==> config.mk <==
export PLATFORM = sky130hd
export DESIGN_NAME = primality_trial_division
export DESIGN_NICKNAME = d
export VERILOG_FILES = /design/src/ptd_pkg.sv /design/src/ptd_datapath.sv /design/src/ptd_ctrl.sv /design/src/primality_trial_division.sv
export SDC_FILE = /design/constraint.sdc
export NUM_CORES = 1
export LEC_CHECK = 0
export ABC_CLOCK_PERIOD_IN_PS = 5800
export BUFFER_PORTS_ARGS = -buffer_cell sky130_fd_sc_hd__buf_2
export CAP_MARGIN = 20
export CORE_MARGIN = 1.5
export CORE_UTILIZATION = 38
export DETAILED_ROUTE_END_ITERATION = 16
export PLACE_DENSITY = 0.55
export SETUP_SLACK_MARGIN = 0.15
export SKIP_LAST_GASP = 1
export SLEW_MARGIN = 10
export SYNTH_ARGS = -nofsm -noshare
export SYNTH_HDL_FRONTEND = slang
export SYNTH_SLANG_ARGS = --single-unit
==> constraint.sdc <==
create_clock -name i_clk -period 5.8 [get_ports i_clk]
set_input_delay 1.16 -clock i_clk [delete_from_list [all_inputs] [get_ports i_clk]]
set_output_delay 1.16 -clock i_clk [all_outputs]
set_load 0.1 [all_outputs]
==> src/ptd_pkg.sv <==
// Shared types and constants for the trial-division primality tester.
// No dependencies; imported by ptd_ctrl, ptd_datapath and primality_trial_division.
package ptd_pkg;

    localparam int unsigned NUMBER_WIDTH_DEF = 16;

    // controller -> datapath
    typedef struct packed {
        logic load;       // capture number, divisor = 2, square = 4
        logic div_start;  // clear remainder, reload shift register
        logic div_step;   // one restoring remainder step
        logic next_div;   // divisor + 1, square updated incrementally
    } t_ptd_cmd;

    // datapath -> controller
    typedef struct packed {
        logic num_lt2;    // number is 0 or 1
        logic sq_gt_num;  // divisor squared exceeds number
        logic rem_zero;   // last remainder is zero
        logic div_last;   // current step is the final bit
    } t_ptd_sts;

endpackage

==> src/ptd_datapath.sv <==
// Datapath: number, trial divisor, its square and a bit-serial remainder unit.
// Depends on ptd_pkg.
module ptd_datapath #(
    parameter int unsigned NUMBER_WIDTH = ptd_pkg::NUMBER_WIDTH_DEF
) (
    input  logic                    i_clk,
    input  logic [NUMBER_WIDTH-1:0] i_number,
    input  ptd_pkg::t_ptd_cmd       i_cmd,
    output ptd_pkg::t_ptd_sts       o_sts
);
    import ptd_pkg::*;

    localparam int unsigned W  = NUMBER_WIDTH;
    localparam int unsigned CW = $clog2(W);

    logic [W-1:0]  r_num;
    logic [W-1:0]  r_div;
    logic [W:0]    r_sq;
    logic [W-1:0]  r_rem;
    logic [W-1:0]  r_shf;
    logic [CW-1:0] r_cnt;

    logic [W:0]    trial;
    logic [W:0]    trial_sub;

    always_comb begin
        trial     = {r_rem, r_shf[W-1]};
        trial_sub = trial - {1'b0, r_div};
    end

    always_ff @(posedge i_clk) begin
        if (i_cmd.load) begin
            r_num <= i_number;
            r_div <= W'(2);
            r_sq  <= (W+1)'(4);
        end else if (i_cmd.next_div) begin
            r_div <= r_div + W'(1);
            // (d+1)^2 = d^2 + 2d + 1
            r_sq  <= r_sq + {r_div, 1'b1};
        end

        if (i_cmd.div_start) begin
            r_rem <= '0;
            r_shf <= r_num;
            r_cnt <= '0;
        end else if (i_cmd.div_step) begin
            if (trial >= {1'b0, r_div}) begin
                r_rem <= trial_sub[W-1:0];
            end else begin
                r_rem <= trial[W-1:0];
            end
            r_shf <= {r_shf[W-2:0], 1'b0};
            r_cnt <= r_cnt + CW'(1);
        end
    end

    always_comb begin
        o_sts.num_lt2   = (r_num < W'(2));
        o_sts.sq_gt_num = (r_sq > {1'b0, r_num});
        o_sts.rem_zero  = (r_rem == '0);
        o_sts.div_last  = (r_cnt == CW'(W-1));
    end

endmodule

==> src/ptd_ctrl.sv <==
// Controller FSM: sequences the divisor loop and owns the output register.
// Depends on ptd_pkg.
module ptd_ctrl (
    input  logic              i_clk,
    input  logic              i_rst_n,
    input  logic              i_in_valid,
    output logic              o_in_ready,
    output logic              o_out_valid,
    input  logic              i_out_ready,
    output logic              o_is_prime,
    output ptd_pkg::t_ptd_cmd o_cmd,
    input  ptd_pkg::t_ptd_sts i_sts
);
    import ptd_pkg::*;

    typedef enum logic [2:0] {
        S_IDLE,
        S_CHECK,
        S_DIV,
        S_EVAL,
        S_FINISH
    } t_state;

    t_state r_state;
    logic   r_res;
    logic   r_out_valid;
    logic   r_out_prime;
    logic   out_free;

    assign out_free    = !r_out_valid || i_out_ready;
    assign o_in_ready  = (r_state == S_IDLE);
    assign o_out_valid = r_out_valid;
    assign o_is_prime  = r_out_prime;

    always_comb begin
        o_cmd           = '0;
        o_cmd.load      = (r_state == S_IDLE) && i_in_valid;
        o_cmd.div_start = (r_state == S_CHECK) && !i_sts.num_lt2 && !i_sts.sq_gt_num;
        o_cmd.div_step  = (r_state == S_DIV);
        o_cmd.next_div  = (r_state == S_EVAL) && !i_sts.rem_zero;
    end

    always_ff @(posedge i_clk) begin
        if (!i_rst_n) begin
            r_state     <= S_IDLE;
            r_out_valid <= 1'b0;
        end else begin
            // refill the output slot as a finished word leaves, else drain it
            if ((r_state == S_FINISH) && out_free) begin
                r_out_valid <= 1'b1;
                r_out_prime <= r_res;
            end else if (r_out_valid && i_out_ready) begin
                r_out_valid <= 1'b0;
            end
            unique case (r_state)
                S_IDLE: begin
                    if (i_in_valid) begin
                        r_state <= S_CHECK;
                    end
                end
                S_CHECK: begin
                    priority if (i_sts.num_lt2) begin
                        r_res   <= 1'b0;
                        r_state <= S_FINISH;
                    end else if (i_sts.sq_gt_num) begin
                        r_res   <= 1'b1;
                        r_state <= S_FINISH;
                    end else begin
                        r_state <= S_DIV;
                    end
                end
                S_DIV: begin
                    if (i_sts.div_last) begin
                        r_state <= S_EVAL;
                    end
                end
                S_EVAL: begin
                    if (i_sts.rem_zero) begin
                        r_res   <= 1'b0;
                        r_state <= S_FINISH;
                    end else begin
                        r_state <= S_CHECK;
                    end
                end
                S_FINISH: begin
                    if (out_free) begin
                        r_state <= S_IDLE;
                    end
                end
                default: begin
                    r_state <= S_IDLE;
                end
            endcase
        end
    end

endmodule

==> src/primality_trial_division.sv <==
// Trial-division primality tester: top level.
// Instantiates ptd_ctrl and ptd_datapath; depends on ptd_pkg.
// Usage
//   Input channel : i_in_valid / o_in_ready carry one word, i_number.
//   Output channel: o_out_valid / i_out_ready carry one word, o_is_prime.
//   Every input word gives exactly one output word, in order.
//   0 and 1 report not prime; 2 and 3 report prime.
// Timing
//   Divisors d = 2, 3, ... are tried while d*d <= number. Each trial runs
//   one bound check, NUMBER_WIDTH steps of the bit-serial restoring
//   remainder unit and one evaluate step; no multiplier. A prime tries k
//   divisors, the worst case at 16 bits being 65521 with k = 254. One word
//   under test at a time; o_in_ready rises the cycle after the result is
//   registered.
// Reset
//   Synchronous, active low: controller idles, output register empties.
// Stall
//   A finished result sits in the output register; the next word may be
//   taken and tested meanwhile, and its result waits until the slot frees.
module primality_trial_division #(
    parameter int unsigned NUMBER_WIDTH = ptd_pkg::NUMBER_WIDTH_DEF
) (
    input  logic                    i_clk,
    input  logic                    i_rst_n,
    input  logic                    i_in_valid,
    output logic                    o_in_ready,
    input  logic [NUMBER_WIDTH-1:0] i_number,
    output logic                    o_out_valid,
    input  logic                    i_out_ready,
    output logic                    o_is_prime
);
    import ptd_pkg::*;

    t_ptd_cmd cmd;
    t_ptd_sts sts;

    ptd_ctrl u_ctrl (
        .i_clk       (i_clk),
        .i_rst_n     (i_rst_n),
        .i_in_valid  (i_in_valid),
        .o_in_ready  (o_in_ready),
        .o_out_valid (o_out_valid),
        .i_out_ready (i_out_ready),
        .o_is_prime  (o_is_prime),
        .o_cmd       (cmd),
        .i_sts       (sts)
    );

    ptd_datapath #(
        .NUMBER_WIDTH (NUMBER_WIDTH)
    ) u_datapath (
        .i_clk    (i_clk),
        .i_number (i_number),
        .i_cmd    (cmd),
        .o_sts    (sts)
    );

    // an accepted word keeps the input closed for at least the next cycle
    a_busy_after_accept: assert property (@(posedge i_clk) disable iff (!i_rst_n)
        (i_in_valid && o_in_ready) |=> !o_in_ready)
        else $error("input ready straight after accept");

    // a stalled result holds
    a_out_hold: assert property (@(posedge i_clk) disable iff (!i_rst_n)
        (o_out_valid && !i_out_ready) |=> (o_out_valid && $stable(o_is_prime)))
        else $error("stalled result changed");

    // the remainder unit never runs while the input is open
    a_no_step_idle: assert property (@(posedge i_clk) disable iff (!i_rst_n)
        o_in_ready |-> !(cmd.div_step || cmd.next_div))
        else $error("datapath busy while idle");

    // nothing is presented in the cycle after reset
    a_reset_empty: assert property (@(posedge i_clk)
        !$past(i_rst_n) |-> !o_out_valid)
        else $error("output valid after reset");

endmodule
==> metrics.md, run 1 <==
| Metric | Value |
|---|---|
| Run status | complete, no violations |
| Deepest clock path buffer count | 2 |
| Post-CTS sizing | 0 |
| Area grow syn2layout | 10.7% |
| Largest net degree at the start of global routing | 33 |
| Clock-pin slew on the worst setup and hold paths | 0.07 ns |
| Final Hold Viols | 0 |
| Routed wire per std cell | 16.1 um |
| WS Path Type | flop to flop |
| Row count | 43 |
| Clock sinks | 91 |
| Worst vdd ir | 0.000245 V |
| Register area share after synthesis | 0.390 |
| Gr usage total | 0.183 |
| CTS tree | yes |
| Synth Flop Type | dfxtp_1 |
| Initial antenna violation count | 0 |
| Library cells used by synthesis | 64 |
| Via density | 5.40 |
| Final period util | 0.576 |
| Worst-margin pin slew | 0.825 ns |
| Critical Path RT | 5.79 ns |
| Initial core utilization | 0.394 |
| Cts hold-fix bufs | 0 |
| Worst Skew | 0.00914 ns |
| Post-layout nets | 709 |
| Global-route wire length before repair | 21.5 mm |
| Buf+Inv Stages, Crit Path | 2 |
| Cell Area, Synth | 5540 sq um |
| Die X | 124 um |
| Htree depth | 3 |
| Root Buffer | clkbuf_16 |
| Non-filler cells, final | 823 |
| Crit path cell chain | inv_1, ha_1, and4b_1, nand3_1, or2_1, or4_4, a31oi_4, a21oi_2, inv_1 |
| RSZ-0062 raised after global routing | no |
| Leak | 2.57 nW |
| Number of synthesized flops with an enable pin | 34 |
| Clock latency on the worst-skew pair | 0.35 ns |
| Router iterations before antenna repair | 5 |
| Synth warn | 0 |
| Maxcap violations | 0 |
| Final wirelength | 13.3 mm |
| Mean post-synth cell area | 8.93 sq um |
| Post-synth top area share | 0.206 |
| #FFs+latches synth | 91 |
| Setup repair bufs after CTS | 0 |
| Fill cell count | 1347 |
| Crit Path Max Fanout | 18 |
| Period minus WS final | 3.34 ns |
| Post-Syn Nets | 691 |
| Die H | 124 um |
| Slew margin rel. | 0.450 |
| Synthesized netlist cell count | 620 |
| Post-route ant nets | 0 |
| Overflow after GRT | 0 |
| Dpl cells | 806 |
| Vias in the first global route | 4280 |
| Final slew viol count | 0 |
| PwrDens | 420 nW/um^2 |
| Antenna diode count | 0 |
| DRC Markers | 0 |
| Setup TNS Final | 0 ns |
| Synth area leaders | dfxtp_1 (21%), edfxtp_1 (18%), ha_1 (11%), nand2_1 (4.7%), a21oi_1 (4.0%) |
| Iter 0 DRT Violations | 370 |
| Detailed placement HPWL | 10.3 mm |
| Routed vias | 4447 |
| Ys async rst share | 0 |
| Area leader, netlist | dfxtp_1 |
| Layout cells sized above 1 | 0.0855 |
| I/O Buffers | 22 |
| Slowest stage delay, CP | 0.61 ns |
| HP Class | flop to flop |
| GP Congestion | 0.841 |
| # setup viols final | 0 |
| Max Clk Rate | 299 MHz |
| Die area | 15300 sq um |
| TritonCTS Buffers | 9 |
| Startpoint types | flop |
| Cell family with most CP delay | simple AND/OR/NAND/NOR gates |
| Critical-path top delay cell | inv_1 |
| Cell mode on critical path | inv_1 |
| # IOs | 23 |
| CORE AREA | 14000 sq um |
| Crit path DAT | 3.33 ns |
| Crit path capture type | flop |
## kinds of logic after synthesis
logic type / share of synthesized area
AO/OA/AOI/OAI: 0.173
XOR/XNOR: 0.0538
adder cells (fa/ha/maj): 0.118
buffers and inverters: 0.0474
flip-flops: 0.390
multiplexers: 0.0260
AND/OR/NAND/NOR: 0.191
## layer usage
| metal | share of wire | vias to the layer above | GRT usage |
|---|---|---|---|
| met5 | 0 | - | 0 |
| met4 | 0.019 | 0 | 0.0682 |
| met3 | 0.026 | 19 | 0.0247 |
| met2 | 0.44 | 64 | 0.283 |
| met1 | 0.52 | 2081 | 0.259 |
| li1 | - | 2283 | - |
## metrics by stage
stage                     hold WS [ns]  utilization  total power, mW  instance area (sq um)  setup slack [ns]
after floorplan                  0.400            -             1.73                   5540              2.14
after global placement           0.412        0.414             1.91                   5810              2.44
after detailed placement         0.405        0.414             1.94                   5810              2.33
after CTS                        0.421        0.436             2.56                   6120              2.28
after global routing             0.448        0.437             2.74                   6130              2.23
final                            0.420        0.437             2.57                   6130              2.46
## cells in the mapped netlist, types with 6 or more instances
library cell,n
nand2_1,69
dfxtp_1,57
ha_1,49
inv_1,47
a21oi_1,44
nor2_1,36
edfxtp_1,34
xnor2_1,25
o21ai_1,24
o21ai_0,23
nor3_1,17
nand3_1,16
nand4_1,13
nor4_1,13
a21o_1,12
mux2i_1,11
clkbuf_1,10
nor2b_1,9
xor2_1,9
a211oi_1,7
and3_1,6
buf_2,6
or3_1,6
## registers in the layout, summed over array words and instances, names as in the netlist
register / cells
u_datapath.r_shf: 16
u_ctrl.r_state: 3
u_ctrl.r_res: 1
u_datapath.r_num: 16
u_datapath.r_cnt: 4
u_datapath.r_rem: 16
u_datapath.r_sq: 17
u_datapath.r_div: 16
u_ctrl.o_out_valid: 1
u_ctrl.o_is_prime: 1
## cell type report
class	instances	area [sq um]	share of cell area
Sequential cell	91	2160	0.353
Timing Repair Buffer	26	144	0.0235
Tap cell	180	225	0.0367
Inverter	47	176	0.0288
Clock buffer	9	225	0.0367
Clock inverter	7	80.1	0.0131
Multi-Input combinational cell	463	3120	0.509
## worst paths after layout
path	from	end	slack (ns)	depth (start not counted)
min reg2reg	u_ctrl.r_res	u_ctrl.o_is_prime	0.42	0
max reg2reg	u_datapath.r_num[14]	u_datapath.r_shf[2]	2.46	9
min	u_ctrl.r_res	u_ctrl.o_is_prime	0.42	0
max	u_datapath.r_num[14]	u_datapath.r_shf[2]	2.46	9
## cell usage in the layout (no fill, tap or decap), types with 11 or more instances in the layout
master	instances
nand2_1	69
dfxtp_1	57
ha_1	49
inv_1	47
a21oi_1	43
nor2_1	36
edfxtp_1	34
xnor2_1	25
o21ai_1	24
o21ai_0	23
buf_2	22
nor3_1	17
nand3_1	16
nand4_1	13
nor4_1	13
a21o_1	12
mux2i_1	11
## power by group
group	internal (mW)	total [mW]	leakage [nW]	switching, mW
logic	0.504	1.13	1.64	0.624
clock network	0.341	0.612	0.149	0.271
registers	0.754	0.832	0.783	0.0780
(Power assumes the default switching activity.)
==> run 2: changes to the inputs <==
- ABC_AREA: default -> 1
- ABC_CLOCK_PERIOD_IN_PS: 5800 -> 3300
- PLACE_DENSITY: 0.55 -> 0.54
- clock period: 5.8 -> 3.3 ns (I/O delays scaled with it)
==> metrics.md, run 2 <==
| Metric | Value |
|---|---|
| Run status | complete, no violations |
| Slew margin rel. | 0.420 (-0.0300) |
| Max FFs per register | 17 (unchanged) |
| Global route hottest layer | met2 |
| Worst Skew | 0.00360 ns (-0.00553 ns) |
| Htree depth | 3 (unchanged) |
| Startpoint types | flop |
| Leak | 2.99 nW (+16%) |
| Post-layout nets | 893 (+26%) |
| Clk pwr share | 0.205 (-0.033) |
| Combinational share of power | 0.466 (+0.028) |
| Fin area | 6580 sq um (+7.3%) |
| Period minus WS final | 2.50 ns (-0.838 ns) |
| Post-DP Area | 6290 sq um (+8.1%) |
| Synth Flop Type | dfxtp_1 |
| Met1 Use GR | 0.262 (+0.00238) |
| Hold slack | 0.420 ns (-0.000536 ns) |
| Library cells used by synthesis | 40 (-38%) |
| #FFs+latches synth | 91 (unchanged) |
| Die H | 128 um (+3.8%) |
| Die area | 16500 sq um (+7.7%) |
| # setup viols final | 0 (unchanged) |
| Initial antenna violation count | 0 (unchanged) |
| Slowest stage delay, CP | 0.44 ns (-0.17 ns) |
| Final wirelength | 14.7 mm (+11%) |
| GP Congestion | 0.866 (+3.0%) |
| Overflow after GRT | 0 (unchanged) |
| Crit Path Max Fanout | 49 (+31) |
| Maxcap violations | 0 (unchanged) |
| Setup repair bufs after CTS | 0 (unchanged) |
| Routed vias | 5239 (+18%) |
| Vias in the first global route | 4941 (+15%) |
| HP Class | flop to flop |
| Post-synth top area share | 0.191 (-0.0152) |
| Final Hold Viols | 0 (unchanged) |
| Mean post-synth cell area | 7.43 sq um (-17%) |
| Fill cell count | 1557 (+16%) |
| Worst reg2reg path startpoint | u_datapath.r_num[14] |
| Area grow syn2layout | 10.0% |
| Crit path cell chain | inv_1, ha_1, nand2_1, nor3_1, nand2_1, nand2_1, nand2_1, nand3_1, buf_4, inv_2, nor3_1 |
| Worst vdd ir | 0.000270 V (+10%) |
| Top post-synthesis cells by count | nand2_1 (212), inv_1 (86), nand3_1 (71) |
| Deepest clock path buffer count | 2 (unchanged) |
| Clock latency on the worst-skew pair | 0.35 ns (about the same) |
| Router iterations before antenna repair | 5 (unchanged) |
| Row count | 45 (+4.7%) |
| NetSw | 2.23 mW (+130%) |
| Via density | 5.05 (-6.6%) |
| Synth area leaders | dfxtp_1 (19%), edfxtp_1 (17%), nand2_1 (13%), ha_1 (10%), nand3_1 (5.9%) |
| CORE AREA | 15300 sq um (+8.7%) |
| # IOs | 23 (unchanged) |
| Initial core utilization | 0.392 (-0.00258) |
| Crit path DAT | 2.55 ns (-0.78 ns) |
| Area leader, netlist | dfxtp_1 |
| Critical-path top delay cell | buf_4 |
| Gr usage total | 0.188 (+0.00506) |
| Detailed placement HPWL | 11.4 mm (+11%) |
| PwrDens | 779 nW/um^2 (+86%) |
| Synth warn | 0 (unchanged) |
| Clock-pin slew on the worst setup and hold paths | 0.07 ns (about the same) |
| Post-Syn Nets | 876 (+27%) |
| Max Clk Rate | 400 MHz (+33%) |
| I/O Buffers | 22 (unchanged) |
| Final slew viol count | 0 (unchanged) |
| Met3 Usage GRT | 0.0362 (+0.0114) |
| Internal | 2.90 mW (+81%) |
| Antenna diode count | 0 (unchanged) |
| Commonest non-fill, non-tap cell in the layout | nand2_1 |
| DRC Markers | 0 (unchanged) |
| Die X | 128 um (+3.8%) |
| Post-layout total power | 5.12 mW (+99%) |
| Post-route ant nets | 0 (unchanged) |
| R2r setup slk | 0.80 ns (-1.66 ns) |
| Seq. cell area | 2160 sq um (unchanged) |
| Sequential power share | 0.330 (+0.007) |
| Clock sinks | 91 (unchanged) |
| RSZ-0062 raised after global routing | no |
| Largest net degree at the start of global routing | 50 (+52%) |
| Buf+Inv Stages, Crit Path | 3 (+1) |
| Critical Path RT | 3.35 ns (-2.44 ns) |
| Synthesized netlist cell count | 805 (+30%) |
| Worst-margin pin slew | 0.868 ns (+0.0430 ns) |
| Hold_sp | u_ctrl.r_res |
| CP startpoint | u_datapath.r_num[14] |
| Most frequent cells in the layout | nand2_1 (212), inv_1 (86), nand3_1 (71) |
| Cell family with most CP delay | simple AND/OR/NAND/NOR gates |
| Register area share after synthesis | 0.362 (-0.0288) |
| Iter 0 DRT Violations | 298 (-19%) |
| Most common cell in the netlist | nand2_1 |
| Routed wire per std cell | 14.2 um (-12%) |
| Setup TNS Final | 0 ns (unchanged) |
| CTS tree | yes |
| Cts hold-fix bufs | 0 (unchanged) |
| Final period util | 0.758 (+0.182) |
| Root Buffer | clkbuf_16 |
| Layout cells sized above 1 | 0.0689 (-0.0166) |
| Crit path capture type | flop |
| Post-CTS sizing | 0 (unchanged) |
| Cell Area, Synth | 5980 sq um (+8.0%) |
| WS Path Type | flop to flop |
| Global-route wire length before repair | 24.6 mm (+15%) |
| Cell mode on critical path | nand2_1 |
| Switching share of power | 0.435 (+0.0563) |
| TritonCTS Buffers | 9 (unchanged) |
| Multi-input gate area | 3380 sq um (+8.5%) |
| Ys async rst share | 0 (unchanged) |
| Routing usage on met2 | 0.295 (+0.0119) |
| Largest Register | u_datapath.r_sq |
| Number of synthesized flops with an enable pin | 34 (unchanged) |
==> run 2: stage by stage <==
| stage | util | instances | setup slack [ns] |
|---|---|---|---|
| after detailed placement | 0.412 | 1022 | 0.845 |
| after global routing | 0.431 | 1038 | 0.527 |
| final | 0.431 | 1038 | 0.798 |
| after floorplan | - | 805 | 1.13 |
| after CTS | 0.431 | 1038 | 0.828 |
| after global placement | 0.412 | 1022 | 0.876 |
==> run 2: area by class of cell <==
cell class,instances,share of cell area
tap,211,0.0401
clock inverter,6,0.00989
clock buffer,10,0.0348
inverter,90,0.0513
sequential,91,0.329
timing repair buffer,26,0.0213
multi-input combinational,604,0.514
==> run 2: path summary, 6_finish.rpt <==
kind                                          end  depth (start not counted)
worst max-delay path                 u_ctrl.r_res                         11
worst min-delay path            u_ctrl.o_is_prime                          0
worst max register to register       u_ctrl.r_res                         11
worst min register to register  u_ctrl.o_is_prime                          0
==> run 2: power by group through the flow <==
stage / combinational [mW] / clock [mW] / sequential, mW
2_1_floorplan: 1.94 / 0 / 1.63
3_3_place_gp: 2.34 / 0 / 1.71
3_5_place_dp: 2.37 / 0 / 1.71
4_1_cts: 2.38 / 1.07 / 1.69
5_1_grt: 2.73 / 1.12 / 1.72
6_report: 2.39 / 1.05 / 1.69
==> run 2: cells by family (layout without fill, tap and decap cells) <==
logic type               after synthesis  count (layout)  synth area share
flip-flops                            91              91             0.362
AO/OA/AOI/OAI                        121             121             0.112
buffers and inverters                110             132            0.0741
XOR/XNOR                              32              32            0.0469
AND/OR/NAND/NOR                      400             400             0.297
adder cells (fa/ha/maj)               51              51             0.109
==> run 2: routing by layer <==
layer | share of wire | routed length (um) | vias up
li1 | - | - | 2728
met1 | 0.51 | 7480 | 2387
met2 | 0.44 | 6480 | 106
met3 | 0.036 | 536 | 18
met4 | 0.016 | 239 | 0
met5 | 0 | 0 | -
==> run 2: worst reg2reg max path, delay by kind of cell, from the launching register on <==
kind                       cells  cell delay [ns]
DFF                            1             0.34
buffers and inverters          3             0.64
adders and majority gates      1             0.29
and+or+nand+nor                7             0.93
==> run 3: changes to the inputs <==
- ABC_AREA: 1 -> 0
- ABC_CLOCK_PERIOD_IN_PS: 3300 -> 2200
- PLACE_DENSITY: 0.54 -> 0.56
- clock period: 3.3 -> 2.2 ns (I/O delays scaled with it)
==> metrics.md, run 3 (same netlist as run 1, synthesis figures left out) <==
| Metric | Value |
|---|---|
| Router iterations before antenna repair | 5 (unchanged) |
| Row count | 43 (-4.4%) |
| HP Class | input port to flop |
| # setup viols final | 57 (+57) |
| CTS tree | yes |
| Largest Register | u_datapath.r_sq |
| Largest net degree at the start of global routing | 31 (-38%) |
| CORE AREA | 14000 sq um (-8.0%) |
| Violated checks | setup timing |
| Vias in the first global route | 5048 (+2.2%) |
| Slew margin rel. | 0.504 (+0.0833) |
| Max FFs per register | 17 (unchanged) |
| Post-layout total power | 8.03 mW (+57%) |
| Place WS | -0.547 ns (-1.39 ns) |
| Clock latency on the worst-skew pair | 0.35 ns (about the same) |
| Area grow syn2layout | 43.6% |
| Initial antenna violation count | 0 (unchanged) |
| Clock-pin slew on the worst setup and hold paths | 0.07 ns (about the same) |
| Global-route wire length before repair | 24.1 mm (-2.1%) |
| Final slew viol count | 0 (unchanged) |
| Die area | 15300 sq um (-7.2%) |
| TritonCTS Buffers | 9 (unchanged) |
| Worst Skew | 0.00791 ns (+0.00431 ns) |
| Crit path DAT | 2.87 ns (+0.32 ns) |
| Deepest clock path buffer count | 2 (unchanged) |
| Post-DP Area | 6940 sq um (+10%) |
| Die H | 124 um (-3.7%) |
| Final wirelength | 15.4 mm (+4.5%) |
| Routed vias | 5201 (-0.73%) |
| Worst vdd ir | 0.000490 V (+81%) |
| Root Buffer | clkbuf_16 |
| Maxcap violations | 0 (unchanged) |
| Htree depth | 3 (unchanged) |
| Run status | finished, violations left |
| Worst-margin pin slew | 0.743 ns (-0.125 ns) |
| Clock sinks | 91 (unchanged) |
| Post-layout nets | 874 (-2.1%) |
| Fin area | 7960 sq um (+21%) |
| Die X | 124 um (-3.7%) |
| Final period util | 1.26 (+0.502) |
| Commonest non-fill, non-tap cell in the layout | buf_4 |
| Antenna diode count | 0 (unchanged) |
| Gr usage total | 0.202 (+0.0142) |
| Slack of the critical path | -0.573 ns (-1.37 ns) |
| Startpoint types | flop |
| Routed wire per std cell | 15.6 um (+9.8%) |
| RSZ-0062 raised after global routing | yes |
| WS Path Type | flop to flop |
| Crit Path Max Fanout | 8 (-84%) |
| PwrDens | 1010 nW/um^2 (+30%) |
| # IOs | 23 (unchanged) |
| Final Hold Viols | 0 (unchanged) |
| Fill cell count | 1242 (-20%) |
| GP Congestion | 0.888 (+2.5%) |
| Iter 0 DRT Violations | 363 (+22%) |
| Critical Path RT | 2.30 ns (-1.05 ns) |
| I/O Buffers | 22 (unchanged) |
| Overflow after GRT | 0 (unchanged) |
| Leak | 3.54 nW (+18%) |
| Via density | 5.26 (+4.3%) |
| Max Clk Rate | 361 MHz (-9.7%) |
| Detailed placement HPWL | 11.3 mm (-0.38%) |
| DRC Markers | 0 (unchanged) |
| Initial core utilization | 0.394 (+0.00258) |
| Crit path capture type | flop |
| Setup TNS Final | -27.80 ns (-27.80 ns) |
| Post-route ant nets | 0 (unchanged) |
| Period minus WS final | 2.77 ns (+0.270 ns) |
| Layout cells sized above 1 | 0.379 (+0.310) |
| Most frequent cells in the layout | buf_4 (150), nand2_1 (51), dfxtp_1 (49) |
## run 3: cell count changes in the layout (fill, tap and decap cells not counted), moves of 12 or more
cell      before  now
a21oi_1       60   35
buf_4          4  150
buf_6          0   12
inv_1         86   39
nand2_1      212   51
nand3_1       71   13
nand3b_1      18    1
nor2_1        57   35
o21ai_0       41   16
o21ai_1        0   22
xnor2_1       13   25
## run 3: worst paths after layout
check                             from                    to  slack, ns  cells past startpoint
setup / recovery  u_datapath.r_num[14]   u_datapath.r_shf[9]      -0.57                     11
hold / removal            i_number[10]  u_datapath.r_num[10]       0.26                      1
setup reg to reg  u_datapath.r_num[14]   u_datapath.r_shf[9]      -0.57                     11
hold reg to reg           u_ctrl.r_res     u_ctrl.o_is_prime       0.43                      0
## run 3: per-layer routing
metal	wire length, um	global-route usage	up-vias
met2	7490	0.343	74
met5	0	0	-
li1	-	-	2606
met1	7290	0.266	2512
met3	476	0.0412	9
met4	131	0.0424	0
## run 3: final cells by class
| type | count | area (sq um) | area share |
|---|---|---|---|
| Sequential cell | 91 | 2170 | 0.273 |
| Clock buffer | 9 | 225 | 0.0283 |
| Multi-Input combinational cell | 463 | 3570 | 0.448 |
| Inverter | 47 | 180 | 0.0226 |
| Tap cell | 180 | 225 | 0.0283 |
| Timing Repair Buffer | 191 | 1520 | 0.191 |
| Clock inverter | 7 | 67.6 | 0.00849 |
## run 3: report_power, final
part	internal (mW)	leakage, nW	switching, mW	total [mW]
sequential	1.99	0.786	0.175	2.17
combinational	2.23	2.61	2.08	4.31
clock	0.877	0.141	0.674	1.55
total	5.10	3.54	2.93	8.03
## run 3: stage by stage
step            util  hold WS [ns]  cells
2_1_floorplan      -         0.400    620
3_3_place_gp   0.494         0.412    945
3_5_place_dp   0.494         0.417    945
4_1_cts        0.535         0.251    974
5_1_grt        0.567         0.248    988
6_report       0.567         0.260    988
## run 3: worst max-delay path, cell delays in order, from the launching register on
cell and delay [ns]:
edfxtp_1 0.36, inv_2 0.06, ha_4 0.26, and4b_1 0.23, nand3_2 0.10, or2_4 0.24, or4_4 0.52, a31oi_4 0.28
nand2_4 0.14, buf_12 0.17, nand2_1 0.07, o21ai_1 0.08
## run 3: what timing repair did
action | in CTS | in global routing
pin swaps | 36 | 38
setup endpoints to repair | 65 | 81
setup buffers | 13 | 12
gates resized for setup | 46 | 73
cloned | 0 | 2
hold buffers | 0 | 0
